**src/design/sss_pkg.sv**
```systemverilog
`default_nettype none
// ---------------------------------------------------------------------------
// sss_pkg
// Types and codes shared by the sensor sampling sequencer.
// ---------------------------------------------------------------------------
package sss_pkg;

	typedef struct packed {
		logic [1:0] event_req;
		logic [1:0] uart_status;
		logic       fault_flag;
		logic       config_record_found;
	} sss_in_t;

	typedef struct packed {
		logic [4:0]  next_state;
		logic [3:0]  action;
		logic [10:0] elapsed_minutes;
		logic        sleep_request;
		logic        watchdog_kick;
	} sss_out_t;

	localparam int unsigned NUM_STATES = 18;

	typedef enum logic [NUM_STATES-1:0] {
		ST_INIT       = 18'h00001,
		ST_PWR_ON     = 18'h00002,
		ST_WAIT_PWR   = 18'h00004,
		ST_BUS_INIT   = 18'h00008,
		ST_TAG_INIT   = 18'h00010,
		ST_UART_CHK   = 18'h00020,
		ST_ERR_CHK    = 18'h00040,
		ST_RTC_START  = 18'h00080,
		ST_CNT_CHK    = 18'h00100,
		ST_CONV_START = 18'h00200,
		ST_WAIT_CONV  = 18'h00400,
		ST_READ_OFF   = 18'h00800,
		ST_WAIT_TICK  = 18'h01000,
		ST_REPWR      = 18'h02000,
		ST_WAIT_REPWR = 18'h04000,
		ST_DEEP_SLEEP = 18'h08000,
		ST_ERROR      = 18'h10000,
		ST_HALT       = 18'h20000
	} sss_state_t;

	// events
	localparam logic [1:0] EV_NONE      = 2'd0;
	localparam logic [1:0] EV_RTC_TICK  = 2'd1;
	localparam logic [1:0] EV_TIMER     = 2'd2;
	localparam logic [1:0] EV_CONV_DONE = 2'd3;

	// serial link status
	localparam logic [1:0] UART_RUNNING = 2'd0;
	localparam logic [1:0] UART_WAITING = 2'd1;

	// actions
	localparam logic [3:0] ACT_NONE       = 4'd0;
	localparam logic [3:0] ACT_INIT       = 4'd1;
	localparam logic [3:0] ACT_POWER_ON   = 4'd2;
	localparam logic [3:0] ACT_BUS_INIT   = 4'd3;
	localparam logic [3:0] ACT_TAG_INIT   = 4'd4;
	localparam logic [3:0] ACT_READ_REC   = 4'd5;
	localparam logic [3:0] ACT_ERR_CHECK  = 4'd6;
	localparam logic [3:0] ACT_RTC_START  = 4'd7;
	localparam logic [3:0] ACT_CONV_START = 4'd8;
	localparam logic [3:0] ACT_READ_OFF   = 4'd9;
	localparam logic [3:0] ACT_ELAPSED    = 4'd10;
	localparam logic [3:0] ACT_RESET      = 4'd11;
	localparam logic [3:0] ACT_DEEP_SLEEP = 4'd12;

	localparam logic [10:0] INTERVAL_RESET = 11'd10;

	// numeric state code of a one-hot state
	function automatic logic [4:0] state_code(input sss_state_t s);
		logic [4:0] code;
		code = 5'd0;
		for (int i = 0; i < NUM_STATES; i++) begin
			if (s[i]) code = code | 5'(i);
		end
		return code;
	endfunction

endpackage
`default_nettype wire

```
**src/design/sensor_sampling_sequencer.sv**
```systemverilog
`default_nettype none
// ---------------------------------------------------------------------------
// sensor_sampling_sequencer
// Start-up and minute-sampling control sequence of a battery sensor node.
// ---------------------------------------------------------------------------
// One input word is one pass of the control loop and yields one result word.
// The word is captured in an input register, the 18-state one-hot sequencer
// and the minute counter are evaluated against it combinationally, and the
// result lands in an output register: one word per cycle while the output is
// taken. The only stall is a full output register that the consumer does not
// take. The user writes sample_interval_minutes (reset 10) through cfg_wr_en
// and cfg_wr_data only while no word is in flight; the block does not check.
module sensor_sampling_sequencer
	import sss_pkg::*;
(
	input  wire logic        clk,
	input  wire logic        arst_n,
	input  wire logic        cfg_wr_en,
	input  wire logic [10:0] cfg_wr_data,
	input  wire logic        in_valid,
	output logic             in_ready,
	input  wire sss_in_t     in_data,
	output logic             out_valid,
	input  wire logic        out_ready,
	output sss_out_t         out_data
);

	logic        valid_s1;
	sss_in_t     data_s1;
	logic        valid_s2;
	sss_out_t    data_s2;
	logic [10:0] interval_q;
	sss_state_t  state_q;
	logic [10:0] count_q;

	logic        adv_s1;
	sss_state_t  nxt_state;
	logic [10:0] nxt_count;
	sss_out_t    res;
	logic [11:0] cnt_inc;

	assign adv_s1   = !valid_s2 || out_ready;
	assign in_ready = !valid_s1 || adv_s1;
	assign cnt_inc  = {1'b0, count_q} + 12'd1;

	always_comb begin
		nxt_state           = ST_HALT;
		nxt_count           = count_q;
		res.action          = ACT_NONE;
		res.elapsed_minutes = 11'd0;
		res.sleep_request   = 1'b0;
		res.watchdog_kick   = 1'b0;
		case (state_q)
			ST_INIT: begin
				res.action        = ACT_INIT;
				res.watchdog_kick = 1'b1;
				nxt_state         = ST_PWR_ON;
			end
			ST_PWR_ON: begin
				res.action = ACT_POWER_ON;
				nxt_state  = ST_WAIT_PWR;
			end
			ST_WAIT_PWR: begin
				if (data_s1.event_req == EV_TIMER) begin
					res.action = ACT_BUS_INIT;
					nxt_state  = ST_BUS_INIT;
				end else begin
					res.sleep_request = 1'b1;
					nxt_state         = ST_WAIT_PWR;
				end
			end
			ST_BUS_INIT: begin
				res.action = ACT_TAG_INIT;
				nxt_state  = ST_TAG_INIT;
			end
			ST_TAG_INIT: begin
				res.action = ACT_READ_REC;
				nxt_state  = ST_UART_CHK;
			end
			ST_UART_CHK: begin
				res.watchdog_kick = 1'b1;
				if (data_s1.uart_status == UART_RUNNING) begin
					nxt_state = ST_UART_CHK;
				end else if (data_s1.uart_status == UART_WAITING) begin
					res.sleep_request = 1'b1;
					nxt_state         = ST_UART_CHK;
				end else begin
					// finished, and the unused code three, move on
					nxt_state = ST_ERR_CHK;
				end
			end
			ST_ERR_CHK: begin
				res.action        = ACT_ERR_CHECK;
				res.watchdog_kick = 1'b1;
				nxt_state         = data_s1.fault_flag ? ST_DEEP_SLEEP : ST_RTC_START;
			end
			ST_RTC_START: begin
				res.action = ACT_RTC_START;
				nxt_state  = ST_CNT_CHK;
			end
			ST_CNT_CHK: begin
				nxt_count = (cnt_inc < {1'b0, interval_q}) ? cnt_inc[10:0] : 11'd0;
				if (count_q == 11'd0) begin
					nxt_state = ST_CONV_START;
				end else if (data_s1.config_record_found) begin
					// software reset clears sequence and counter
					res.action = ACT_RESET;
					nxt_count  = 11'd0;
					nxt_state  = ST_INIT;
				end else begin
					res.action          = ACT_ELAPSED;
					res.elapsed_minutes = count_q;
					nxt_state           = ST_WAIT_TICK;
				end
			end
			ST_CONV_START: begin
				res.action = ACT_CONV_START;
				nxt_state  = ST_WAIT_CONV;
			end
			ST_WAIT_CONV: begin
				if (data_s1.event_req == EV_CONV_DONE) begin
					nxt_state = ST_READ_OFF;
				end else begin
					res.sleep_request = 1'b1;
					nxt_state         = ST_WAIT_CONV;
				end
			end
			ST_READ_OFF: begin
				res.action = ACT_READ_OFF;
				nxt_state  = ST_WAIT_TICK;
			end
			ST_WAIT_TICK: begin
				res.watchdog_kick = 1'b1;
				if (data_s1.event_req == EV_RTC_TICK) begin
					nxt_state = ST_REPWR;
				end else begin
					res.sleep_request = 1'b1;
					nxt_state         = ST_WAIT_TICK;
				end
			end
			ST_REPWR: begin
				res.action = ACT_POWER_ON;
				nxt_state  = ST_WAIT_REPWR;
			end
			ST_WAIT_REPWR: begin
				if (data_s1.event_req == EV_TIMER) begin
					res.action = ACT_BUS_INIT;
					nxt_state  = ST_CNT_CHK;
				end else begin
					res.sleep_request = 1'b1;
					nxt_state         = ST_WAIT_REPWR;
				end
			end
			ST_DEEP_SLEEP: begin
				res.action = ACT_DEEP_SLEEP;
				nxt_state  = ST_DEEP_SLEEP;
			end
			ST_ERROR: begin
				// no way out of the error state: halt
				res.sleep_request = 1'b1;
				nxt_state         = ST_HALT;
			end
			default: begin
				nxt_state = ST_HALT;
			end
		endcase
		res.next_state = state_code(nxt_state);
	end

	always_ff @(posedge clk or negedge arst_n) begin
		if (!arst_n) begin
			interval_q <= INTERVAL_RESET;
		end else if (cfg_wr_en) begin
			interval_q <= cfg_wr_data;
		end
	end

	always_ff @(posedge clk or negedge arst_n) begin
		if (!arst_n) begin
			valid_s1 <= 1'b0;
			valid_s2 <= 1'b0;
			state_q  <= ST_INIT;
			count_q  <= 11'd0;
		end else begin
			if (in_ready) valid_s1 <= in_valid;
			if (adv_s1) valid_s2 <= valid_s1;
			if (valid_s1 && adv_s1) begin
				state_q <= nxt_state;
				count_q <= nxt_count;
			end
		end
	end

	always_ff @(posedge clk) begin
		if (in_ready && in_valid) data_s1 <= in_data;
		if (adv_s1 && valid_s1) data_s2 <= res;
	end

	assign out_valid = valid_s2;
	assign out_data  = data_s2;

	// once halted the sequence never leaves
	a_halt_sticks: assert property (@(posedge clk) disable iff (!arst_n)
		state_q == ST_HALT |=> state_q == ST_HALT)
		else $error("sequencer left the halted state");

	// a nonzero elapsed count only comes with the elapsed action
	a_elapsed_action: assert property (@(posedge clk) disable iff (!arst_n)
		valid_s2 && data_s2.elapsed_minutes != 11'd0 |-> data_s2.action == ACT_ELAPSED)
		else $error("elapsed minutes without elapsed action");

	// input stalls only when both stages hold a word and the output is stuck
	a_stall_full: assert property (@(posedge clk) disable iff (!arst_n)
		!in_ready |-> valid_s1 && valid_s2 && !out_ready)
		else $error("input stalled with room in the pipeline");

	// a stalled input word leaves the sequence state alone
	a_state_hold: assert property (@(posedge clk) disable iff (!arst_n)
		valid_s1 && !adv_s1 |=> $stable(state_q) && $stable(count_q))
		else $error("sequence state moved during a stall");

endmodule
`default_nettype wire

```
**config.mk**
```make
export PLATFORM = sky130hd
export DESIGN_NAME = sensor_sampling_sequencer
export DESIGN_NICKNAME = d
export VERILOG_FILES = /design/src/design/sss_pkg.sv /design/src/design/sensor_sampling_sequencer.sv
export SDC_FILE = /design/constraint.sdc
export NUM_CORES = 1
export LEC_CHECK = 0
export BUFFER_PORTS_ARGS = -buffer_cell sky130_fd_sc_hd__buf_2
export CORE_MARGIN = 2
export CORE_UTILIZATION = 50
export DETAILED_ROUTE_END_ITERATION = 10
export GPL_TIMING_DRIVEN = 0
export PLACE_DENSITY = 0.78
export SLEW_MARGIN = 0
export SYNTH_ARGS = -nofsm -noshare
export SYNTH_HDL_FRONTEND = slang
export SYNTH_SLANG_ARGS = --single-unit
export TNS_END_PERCENT = 5
```
**constraint.sdc**
```tcl
create_clock -name clk -period 3.2 [get_ports clk]
set_input_delay 0.16 -clock clk [delete_from_list [all_inputs] [get_ports clk]]
set_output_delay 0.16 -clock clk [all_outputs]
set_load 0.01 [all_outputs]
```
==> impl_results.md, run 1 <==
* Outcome: completed
* CP max FO at 8
* Max incr delay on CP at 0.43 ns
* DRC at 0
* Worst path cell trace: ha_1, and3_1, nand3_1, nor2_1, xnor2_1, ha_1, nand3_1, a31oi_1, o31a_1, nor3_4, a221o_1
* Max cap viols at 0
* Number of antenna diodes at 0
* Power Density at 424 nW/um2
* Initial antenna violation count at 0
* Power Internal at 1.35 mW
* Mapped Nets at 412
* Vias per cell at a little under 6
* Clock transition at path regs at about 0.08 ns
* Startpoint Class: flop
* Die area at roughly 8400 um2
* Fin crit share at a little over 90%
* Hold path startpoint: in_data[0]
* Worst hold path class: in -> reg
* Post-Syn Instances at 378
* Worst setup path start: count_q[0]
* Share of layout cells above drive strength 1 at 22.2%
* Clock latency reported for the late side of the worst-skew pair at 0.34 ns
* Starting DRT DRC Count at 316
* Post-CTS Setup Bufs at 0
* Max VDD drop at 0.000303 V
* Yosys top cell area share at between 20% and 30%
* Sequential share of power at 53.1%
* CTS tree: built
* Drt wl/cell at 16.2 um
* Number of vias in the routed layout at 3217
* Flop2flop setup slack at 0.29 ns
* Worst Clk Skew at 0.0129 ns
* Die H at 91.8 um
* R2R Path Start: count_q[0]
* Synth top area cells: dfrtp_1 (25%), edfxtp_1 (22%), nand2_1 (4.6%)
* Yosys top cell by area: dfrtp_1
* Count of different cell masters after synthesis at 64
* Post-Syn Area at 3850 um2
* Max-slew violations at 0
* Total gr overflow at 0
* Area Growth Syn to Fin at 15.5%
* First-pass GRT wire length at 14700 um
* Worst slew pin tran at 0.971 ns
* Final min period at slightly below 3 ns
* Mean area per synthesized cell at a little over 10 um2
* GPL Wtd Cong at roughly 0.93
* EDFF count, synth at 28
* WS Path Type: reg -> reg
* RSZ-0062 raised after global routing: false
* Worst Setup End Kind: flop
* Antenna Nets Post-Route at 0
* Final TNS setup at 0 ns
* Clock Tree Root: clkbuf_8
* DP Area at 4200 um2
* Final worst slack at 0.291 ns
* Highest Clock Rate at 344 MHz
* Post-synth ARST share at 59.4%
* Pre-CTS setup slack at 0.221 ns
* Vias in the first global route at a little under 3000
* DR pass1 iterations at 5
* Pin count of the biggest net entering global routing at 42
* Hold path depth at 1
* WL final at 8820 um
* Net Switching at 532 uW
* CP max-delay cell: dfrtp_1
* Crit path DAT at 3.14 ns
* Worst setup path endpoint: count_q[3]
* Sequential element share of the synthesized area at 48.6%
* Main synth FF type: dfrtp_1
* Final Hold Vio Count at 0
* Comb pwr share at between 10% and 20%
* Post-synthesis register bit count at between 60 and 70
* Power Total at 1.88 mW
* Commonest cells after routing, fill and taps aside: buf_2 (48), nand2_1 (47), dfrtp_1 (38), edfxtp_1 (28), o21ai_0 (20)
* Gr usage total at around 22%
* H-tree depth at 3
* Clock network power share at roughly 33%
* Row count at 31
* Layout Nets at roughly 470
* Commonest non-fill, non-tap cell in the layout: buf_2
* Width of the die at 91.8 um
* Worst r2r dst: count_q[3]
* Yosys warnings at 0
* Sw frac at 28.2%
* Clock buffers created by TritonCTS at 9
* Final Setup Violations at 0
* Deepest clock path buffer count at 2
* Clock sinks at 69
* Fill cells at 628
* Final Cell Area at 4450 um2
* R2R cell count at 11
* Initial core utilization at 52.2%
* IO Count at 46
* Worst path required time at between 3 and 4 ns
* Input/output buffers at 45
* Max_slew headroom at 35.2%
* Post-detail-place hpwl at 6390 um
* Pleak at 1.90 nW
* Core Area at approximately 7400 um2
==> worst min path at each step <==
stage,endpoint,slack [ns]
after floorplan,count_q[0],-0.14
after global placement,data_s1[1],0.34
after detailed placement,data_s1[5],0.34
after CTS,data_s1[0],0.0008
after global routing,data_s1[0],0.002
final,data_s1[0],0.01
==> layout make-up <==
class                   instances  area (um2)  area share (%)
well taps                      99         124            2.79
flip-flops and latches         69        1870            42.1
clock buffers                   9         124            2.79
clock inverters                 7        46.3            1.04
repair buffers                 51         285            6.42
plain buffers                  16        78.8            1.77
inverters                      20        75.1            1.69
multi-input cells             273        1840            41.4
==> critical path: cells and delay by family (launching register included) <==
kind                     cells  cell delay [ns]
AO/OA/AOI/OAI                3             0.85
XOR/XNOR                     1             0.13
adder cells (fa/ha/maj)      2             0.58
flip-flops                   1             0.43
AND/OR/NAND/NOR              5             0.80
==> power groups by stage <==
stage	sequential (mW)	clock [mW]	combinational [mW]
final	1.00	0.630	0.255
after global routing	1.01	0.678	0.283
after CTS	0.999	0.636	0.250
after detailed placement	1.02	0	0.243
after global placement	1.01	0	0.236
after floorplan	1.02	0	0.150
==> registers in the layout, summed over array words and instances, names as in the netlist <==
signal	count
interval_q	11
data_s1	6
count_q	11
state_q	17
out_data	22
valid_s1	1
out_valid	1
==> layer usage <==
layer  track usage, %  routed length (um)
met5                0                   0
met4             6.59                 114
met3             2.96                 543
met2             32.1                3870
met1             34.6                4290
==> cells in the mapped netlist (all sizes together) (3+ instances only) <==
library cell   n
nand2         47
dfrtp         38
edfxtp        28
o21ai         22
inv           19
nor2          18
nand3         16
and2          14
nor4          13
ha            12
nand4         12
nor3          12
clkbuf        11
nand2b         8
o31ai          8
nor2b          6
or4            6
or4b           6
xnor2          6
a21oi          5
buf            5
nor4b          5
xor2           5
a22o           4
mux2           4
o2111ai        4
o22ai          4
a21o           3
a31o           3
dfstp          3
==> metrics by stage <==
stage                     utilization, %  hold WS (ns)  cells
after floorplan                        -        -0.136    378
after global placement              57.0         0.338    522
after detailed placement            57.0         0.338    522
after CTS                           60.1      0.000769    544
after global routing                60.3       0.00196    544
final                               60.3        0.0108    544
==> kinds of logic after synthesis <==
kind of cell	count (synthesis)	synth area share (%)
AO/OA/AOI/OAI	73	13.3
XOR/XNOR	11	2.50
adder cells (fa/ha/maj)	12	3.90
buffers and inverters	36	4.00
flip-flops	69	48.6
multiplexers	5	1.43
AND/OR/NAND/NOR	172	26.3
==> timing repair <==
action                     4_1_cts  5_1_grt
resized for setup                0        3
hold buffers                     6        0
hold endpoints to repair        26        0
setup endpoints to repair        0       11
No activity file was read; power rests on OpenSTA's default activity.
==> run 2: changes to the inputs <==
- MAX_ROUTING_LAYER: not set -> met4
==> run 2 against run 1 <==
Against the previous run: first-iteration DRC count decreased by 2.8%; critical path depth decreased by 1; cell count increased by 0.18%; wire length increased by 4.9%; register-to-register slack got worse by 0.14 ns; non-clock buffer count increased by 1; hold slack got worse by 0.0053 ns; combinational power about the same; via count decreased by 2.1%; sequential share of layout area decreased by 0.38 points; total power increased by 5.6%.
==> impl_results.md, run 2 (same netlist as run 1, synthesis figures left out) <==
* Outcome: completed
* Worst Setup End Kind: flop
* Input/output buffers at 45 (unchanged)
* Max FFs per register at 22 (unchanged)
* Final non-filler cell total at 545 (+0.18%)
* Worst Clk Skew at 0.0101 ns (-0.00287 ns)
* Post-detail-place hpwl at 6700 um (+4.8%)
* Flop2flop setup slack at 0.15 ns (-0.14 ns)
* GPL Wtd Cong at 0.934 (+0.85%)
* Vias in the first global route at 3030 (+3.3%)
* H-tree depth at 3 (unchanged)
* Placed Cells at 522 (unchanged)
* First-pass GRT wire length at 15400 um (+4.4%)
* Final Cell Area at 4490 um2 (+0.90%)
* DRC at 0 (unchanged)
* Worst slew pin tran at 0.985 ns (+0.0137 ns)
* Number of antenna diodes at 0 (unchanged)
* Final hold slack at 0.00549 ns (-0.00531 ns)
* Gr usage total at 24.0% (+1.9 points)
* Worst hold path class: in -> reg
* DP Area at 4200 um2 (unchanged)
* Max VDD drop at 0.000290 V (-4.2%)
* Final Hold Vio Count at 0 (unchanged)
* Drt wl/cell at 17.0 um (+4.7%)
* Starting DRT DRC Count at 307 (-2.8%)
* Initial core utilization at 52.2% (unchanged)
* Number of vias in the routed layout at 3148 (-2.1%)
* Final min period at 3.05 ns (+0.142 ns)
* Deepest clock path buffer count at 2 (unchanged)
* Total gr overflow at 0 (unchanged)
* Hold path startpoint: in_valid
* Share of layout cells above drive strength 1 at 21.7% (-0.50 points)
* Layout Nets at 475 (+0.21%)
* Width of the die at 91.8 um (unchanged)
* Max-slew violations at 0 (unchanged)
* Final worst slack at 0.149 ns (-0.142 ns)
* Clock Tree Root: clkbuf_8
* Startpoint Class: flop
* Pre-CTS setup slack at 0.208 ns (-0.0127 ns)
* Max_slew headroom at 33.9% (-1.3 points)
* Clock transition at path regs at 0.08 ns (about the same)
* Hold path depth at 2 (+1)
* Area Growth Syn to Fin at 16.5%
* WS Path Type: reg -> reg
* Pin count of the biggest net entering global routing at 42 (unchanged)
* Antenna Nets Post-Route at 0 (unchanged)
* Core Util, Final at 60.9% (+0.54 points)
* Commonest cells after routing, fill and taps aside: buf_2 (48), nand2_1 (47), dfrtp_1 (38), edfxtp_1 (28), o21ai_0 (20)
* IO Count at 46 (unchanged)
* Clock buffers created by TritonCTS at 9 (unchanged)
* Hold Path Sink: valid_s1
* Commonest non-fill, non-tap cell in the layout: buf_2
* Core Area at 7370 um2 (unchanged)
* Worst path required time at 3.49 ns (+0.06 ns)
* Power Density at 443 nW/um2 (+4.7%)
* Power Total at 1.99 mW (+5.6%)
* R2R cell count at 10 (-1)
* Crit path DAT at 3.34 ns (+0.20 ns)
* Final TNS setup at 0 ns (unchanged)
* Post-CTS Setup Bufs at 0 (unchanged)
* Highest Clock Rate at 328 MHz (-4.7%)
* Die H at 91.8 um (unchanged)
* Clock sinks at 69 (unchanged)
* Max cap viols at 0 (unchanged)
* R2R Path Start: count_q[2]
* CTS tree: built
* Final Setup Violations at 0 (unchanged)
* Initial antenna violation count at 0 (unchanged)
* Die area at 8420 um2 (unchanged)
* Worst r2r dst: count_q[5]
* WL final at 9250 um (+4.9%)
* Vias per cell at 5.78 (-2.3%)
* DR pass1 iterations at 5 (unchanged)
* Fin crit share at 95.3% (+4.4 points)
* CP max FO at 8 (unchanged)
* Pleak at 1.92 nW (+1.1%)
* Clock latency reported for the late side of the worst-skew pair at 0.35 ns (about the same)
* Row count at 31 (unchanged)
## run 2: cell count changes in the layout (fill, tap and decap cells not counted)
cell           before  now
a21oi_1             4    5
a21oi_2             1    0
clkbuf_1           11   12
clkbuf_16           0    2
clkbuf_8            9   10
clkinv_2            2    0
dlygate4sd3_1       6    7
inv_4               3    2
inv_6               1    0
o211ai_2            0    1
o211ai_4            1    0
## run 2: layer usage
layer	wire length (um)	share of wire, %	track usage, %
met3	490	5.3	3.37
met2	4080	44	35.0
met1	4560	49	34.9
met4	121	1.3	7.71
met5	0	0	-
## run 2: how the worst max path moves through the flow
stage                     startpoint    endpoint  slack (ns)  cells after the start
after floorplan           count_q[2]  count_q[4]        0.67                     10
after global placement    count_q[2]  count_q[1]        0.28                     10
after detailed placement  count_q[2]  count_q[4]        0.21                     10
after CTS                 count_q[2]  count_q[4]        0.14                     10
after global routing      count_q[2]  count_q[5]      -0.009                     10
final                     count_q[2]  count_q[5]        0.15                     10
## run 2: layout make-up
| class | instances | area (um2) |
|---|---|---|
| Buffer | 16 | 78.8 |
| Clock buffer | 13 | 191 |
| Clock inverter | 3 | 21.3 |
| Fill cell | 642 | 2880 |
| Inverter | 20 | 75.1 |
| Multi-Input combinational cell | 273 | 1830 |
| Sequential cell | 69 | 1870 |
| Tap cell | 99 | 124 |
| Timing Repair Buffer | 52 | 295 |
## run 2: where the power goes
part	switching (mW)	internal, mW
clock network	0.335	0.400
logic	0.157	0.0975
registers	0.0300	0.971
total	0.522	1.47
## run 2: timing repair
| action | 4_1_cts | 5_1_grt |
|---|---|---|
| setup endpoints to repair | 0 | 11 |
| hold buffers | 7 | 0 |
| resized for setup | 0 | 1 |
| hold endpoints to repair | 34 | 0 |
## run 2: critical path: stages (launching register included)
cell and delay (ns):
dfrtp_1 0.50, nand3_2 0.24, or2_2 0.36, nor2_1 0.17
xor2_1 0.25, ha_1 0.29, a21o_1 0.16, a21oi_1 0.24
o211ai_2 0.26, o31ai_1 0.33, a22o_1 0.18
==> run 3: changes to the inputs <==
- BUFFER_PORTS_ARGS: -buffer_cell sky130_fd_sc_hd__buf_2 -> -buffer_cell sky130_fd_sc_hd__buf_4
- clock period: 3.2 -> 2.82 ns (I/O delays scaled with it)
==> run 3 against run 2 <==
Against the previous run: the run now ends with negative hold slack, negative setup slack left; worst setup slack lost 0.19 ns; critical endpoint is now out_data[19]; combinational power grew 23%; first-iteration DRC count shrank 23%; fmax grew 6.6%; cell count grew 0.18%.
==> impl_results.md, run 3 (same netlist as run 1, synthesis figures left out) <==
* Share of layout cells above drive strength 1 at 23.5% (+1.7 points)
* Clock latency reported for the late side of the worst-skew pair at 0.34 ns (about the same)
* Gr usage total at 23.2% (-0.80 points)
* Startpoint Class: flop
* Crit path DAT at 2.91 ns (-0.43 ns)
* Final hold slack at -0.00122 ns (-0.00670 ns)
* IO Count at 46 (unchanged)
* Final non-filler cell total at 546 (+0.18%)
* Max cap viols at 0 (unchanged)
* First-pass GRT wire length at 14900 um (-3.1%)
* H-tree depth at 3 (unchanged)
* DRC at 0 (unchanged)
* Max-slew violations at 0 (unchanged)
* Initial core utilization at 52.2% (unchanged)
* Fill cells at 607 (-5.5%)
* Worst slew pin tran at 0.919 ns (-0.0658 ns)
* Final TNS setup at -0.0646 ns (-0.0646 ns)
* Max VDD drop at 0.000274 V (-5.4%)
* CP max FO at 5 (-3)
* Worst hold path class: in -> reg
* Input/output buffers at 45 (unchanged)
* Vias in the first global route at 2873 (-5.2%)
* Final min period at 2.86 ns (-0.189 ns)
* Core Util, Final at 62.4% (+1.5 points)
* CTS tree: built
* Max incr delay on CP at 0.63 ns (+0.13 ns)
* Die area at 8420 um2 (unchanged)
* Initial antenna violation count at 0 (unchanged)
* Placed Cells at 522 (unchanged)
* Row count at 31 (unchanged)
* Number of antenna diodes at 0 (unchanged)
* Core Area at 7370 um2 (unchanged)
* Worst path cell trace: inv_1, ha_1, or4b_2, nor4_4, nor4_2, a311oi_1, nand4_1
* Worst path required time at 2.86 ns (-0.63 ns)
* Flop2flop setup slack at -0.04 ns (-0.19 ns)
* Commonest cells after routing, fill and taps aside: nand2_1 (47), buf_4 (45), dfrtp_1 (35), edfxtp_1 (28), o21ai_0 (20)
* Area Growth Syn to Fin at 19.4%
* Clock Tree Root: clkbuf_8
* Clock sinks at 69 (unchanged)
* Power Density at 462 nW/um2 (+4.3%)
* Pleak at 1.94 nW (+1.1%)
* Max FFs per register at 22 (unchanged)
* DR pass1 iterations at 5 (unchanged)
* Commonest non-fill, non-tap cell in the layout: nand2_1
* Final Hold Vio Count at 1 (+1)
* Antenna Nets Post-Route at 0 (unchanged)
* Worst Clk Skew at 0.00791 ns (-0.00216 ns)
* CP max-delay cell: or4b_2
* Vias per cell at 5.81 (+0.55%)
* Deepest clock path buffer count at 2 (unchanged)
* Violated checks: negative hold slack, negative setup slack
* Max_slew headroom at 38.3% (+4.4 points)
* Power Total at 2.13 mW (+6.8%)
* Starting DRT DRC Count at 236 (-23%)
* Clock buffers created by TritonCTS at 9 (unchanged)
* Post-detail-place hpwl at 6730 um (+0.49%)
* Worst Setup End Kind: flop
* Fin crit share at 101% (+6.2 points)
* Drt wl/cell at 16.9 um (-0.47%)
* Final worst slack at -0.0423 ns (-0.191 ns)
* Number of vias in the routed layout at 3171 (+0.73%)
* Final Setup Violations at 2 (+2)
* Outcome: finished, violations left
* Die H at 91.8 um (unchanged)
* Width of the die at 91.8 um (unchanged)
* WL final at 9230 um (-0.29%)
* Pin count of the biggest net entering global routing at 42 (unchanged)
* Clock transition at path regs at 0.07 ns (about the same)
* Total gr overflow at 0 (unchanged)
* RSZ-0062 raised after global routing: true
* Highest Clock Rate at 349 MHz (+6.6%)
* WS Path Type: reg -> reg
* GPL Wtd Cong at 0.952 (+2.0%)
* Layout Nets at 476 (+0.21%)
* Post-CTS Setup Bufs at 0 (unchanged)
==> run 3: cell types whose count changed in the layout (fill, tap and decap cells not counted), moves of 2 or more <==
cell	previous run	this run
clkbuf_16	2	0
nor4_1	8	5
inv_4	2	0
buf_4	0	45
nor4_2	3	6
buf_2	48	3
dfrtp_2	0	3
clkinv_2	0	4
dfrtp_1	38	35
==> run 3: area by class of cell <==
cell class	instances	area, um2	share of cell area (%)
Clock buffer	11	131	2.86
Multi-Input combinational cell	273	1870	40.6
Tap cell	99	124	2.69
Inverter	20	75.1	1.63
Timing Repair Buffer	53	418	9.09
Buffer	16	78.8	1.71
Clock inverter	5	28.8	0.626
Sequential cell	69	1870	40.8
==> run 3: worst paths after layout <==
kind | start | to | cells after the start
hold reg to reg | valid_s1 | out_valid | 1
hold / removal | in_valid | valid_s1 | 2
min in group asynchronous | arst_n | state_q[5] | 2
max in group asynchronous | arst_n | count_q[0] | 2
setup / recovery | count_q[0] | out_data[19] | 7
setup reg to reg | count_q[0] | out_data[19] | 7
==> run 3: routing by layer <==
layer / track usage [%] / wire length (um)
met1: 35.6 / 4620
met2: 32.8 / 4040
met3: 2.96 / 444
met4: 5.60 / 119
met5: - / 0
==> run 3: through the flow <==
stage / hold slack (ns) / worst slack [ns] / cell area [um2]
2_1_floorplan: -0.155 / 0.295 / 3850
3_3_place_gp: 0.160 / -0.102 / 4310
3_5_place_dp: 0.168 / -0.133 / 4310
4_1_cts: 0.00227 / 0.00764 / 4580
5_1_grt: 0.0129 / -0.165 / 4600
6_report: -0.00122 / -0.0423 / 4600
==> run 3: critical path, delay by kind of cell (launching register included) <==
family                   cells  cell delay (ns)
AND/OR/NAND/NOR              4             1.28
AO/OA/AOI/OAI                1             0.58
flip-flops                   1             0.44
adder cells (fa/ha/maj)      1             0.17
buffers and inverters        1             0.09
==> run 3: repair_timing <==
action                                  in CTS  in global routing
hold endpoints to repair                    45                  0
pin swaps                                    1                  1
resized for setup                            5                  6
hold buffers                                 8                  0
endpoints found under the setup margin      21                 25
==> run 3: where the power goes <==
part	leakage, nW	total [mW]	internal (mW)	switching [mW]
clock	0.0868	0.675	0.315	0.360
sequential	0.791	1.14	1.10	0.0343
combinational	1.07	0.313	0.133	0.181
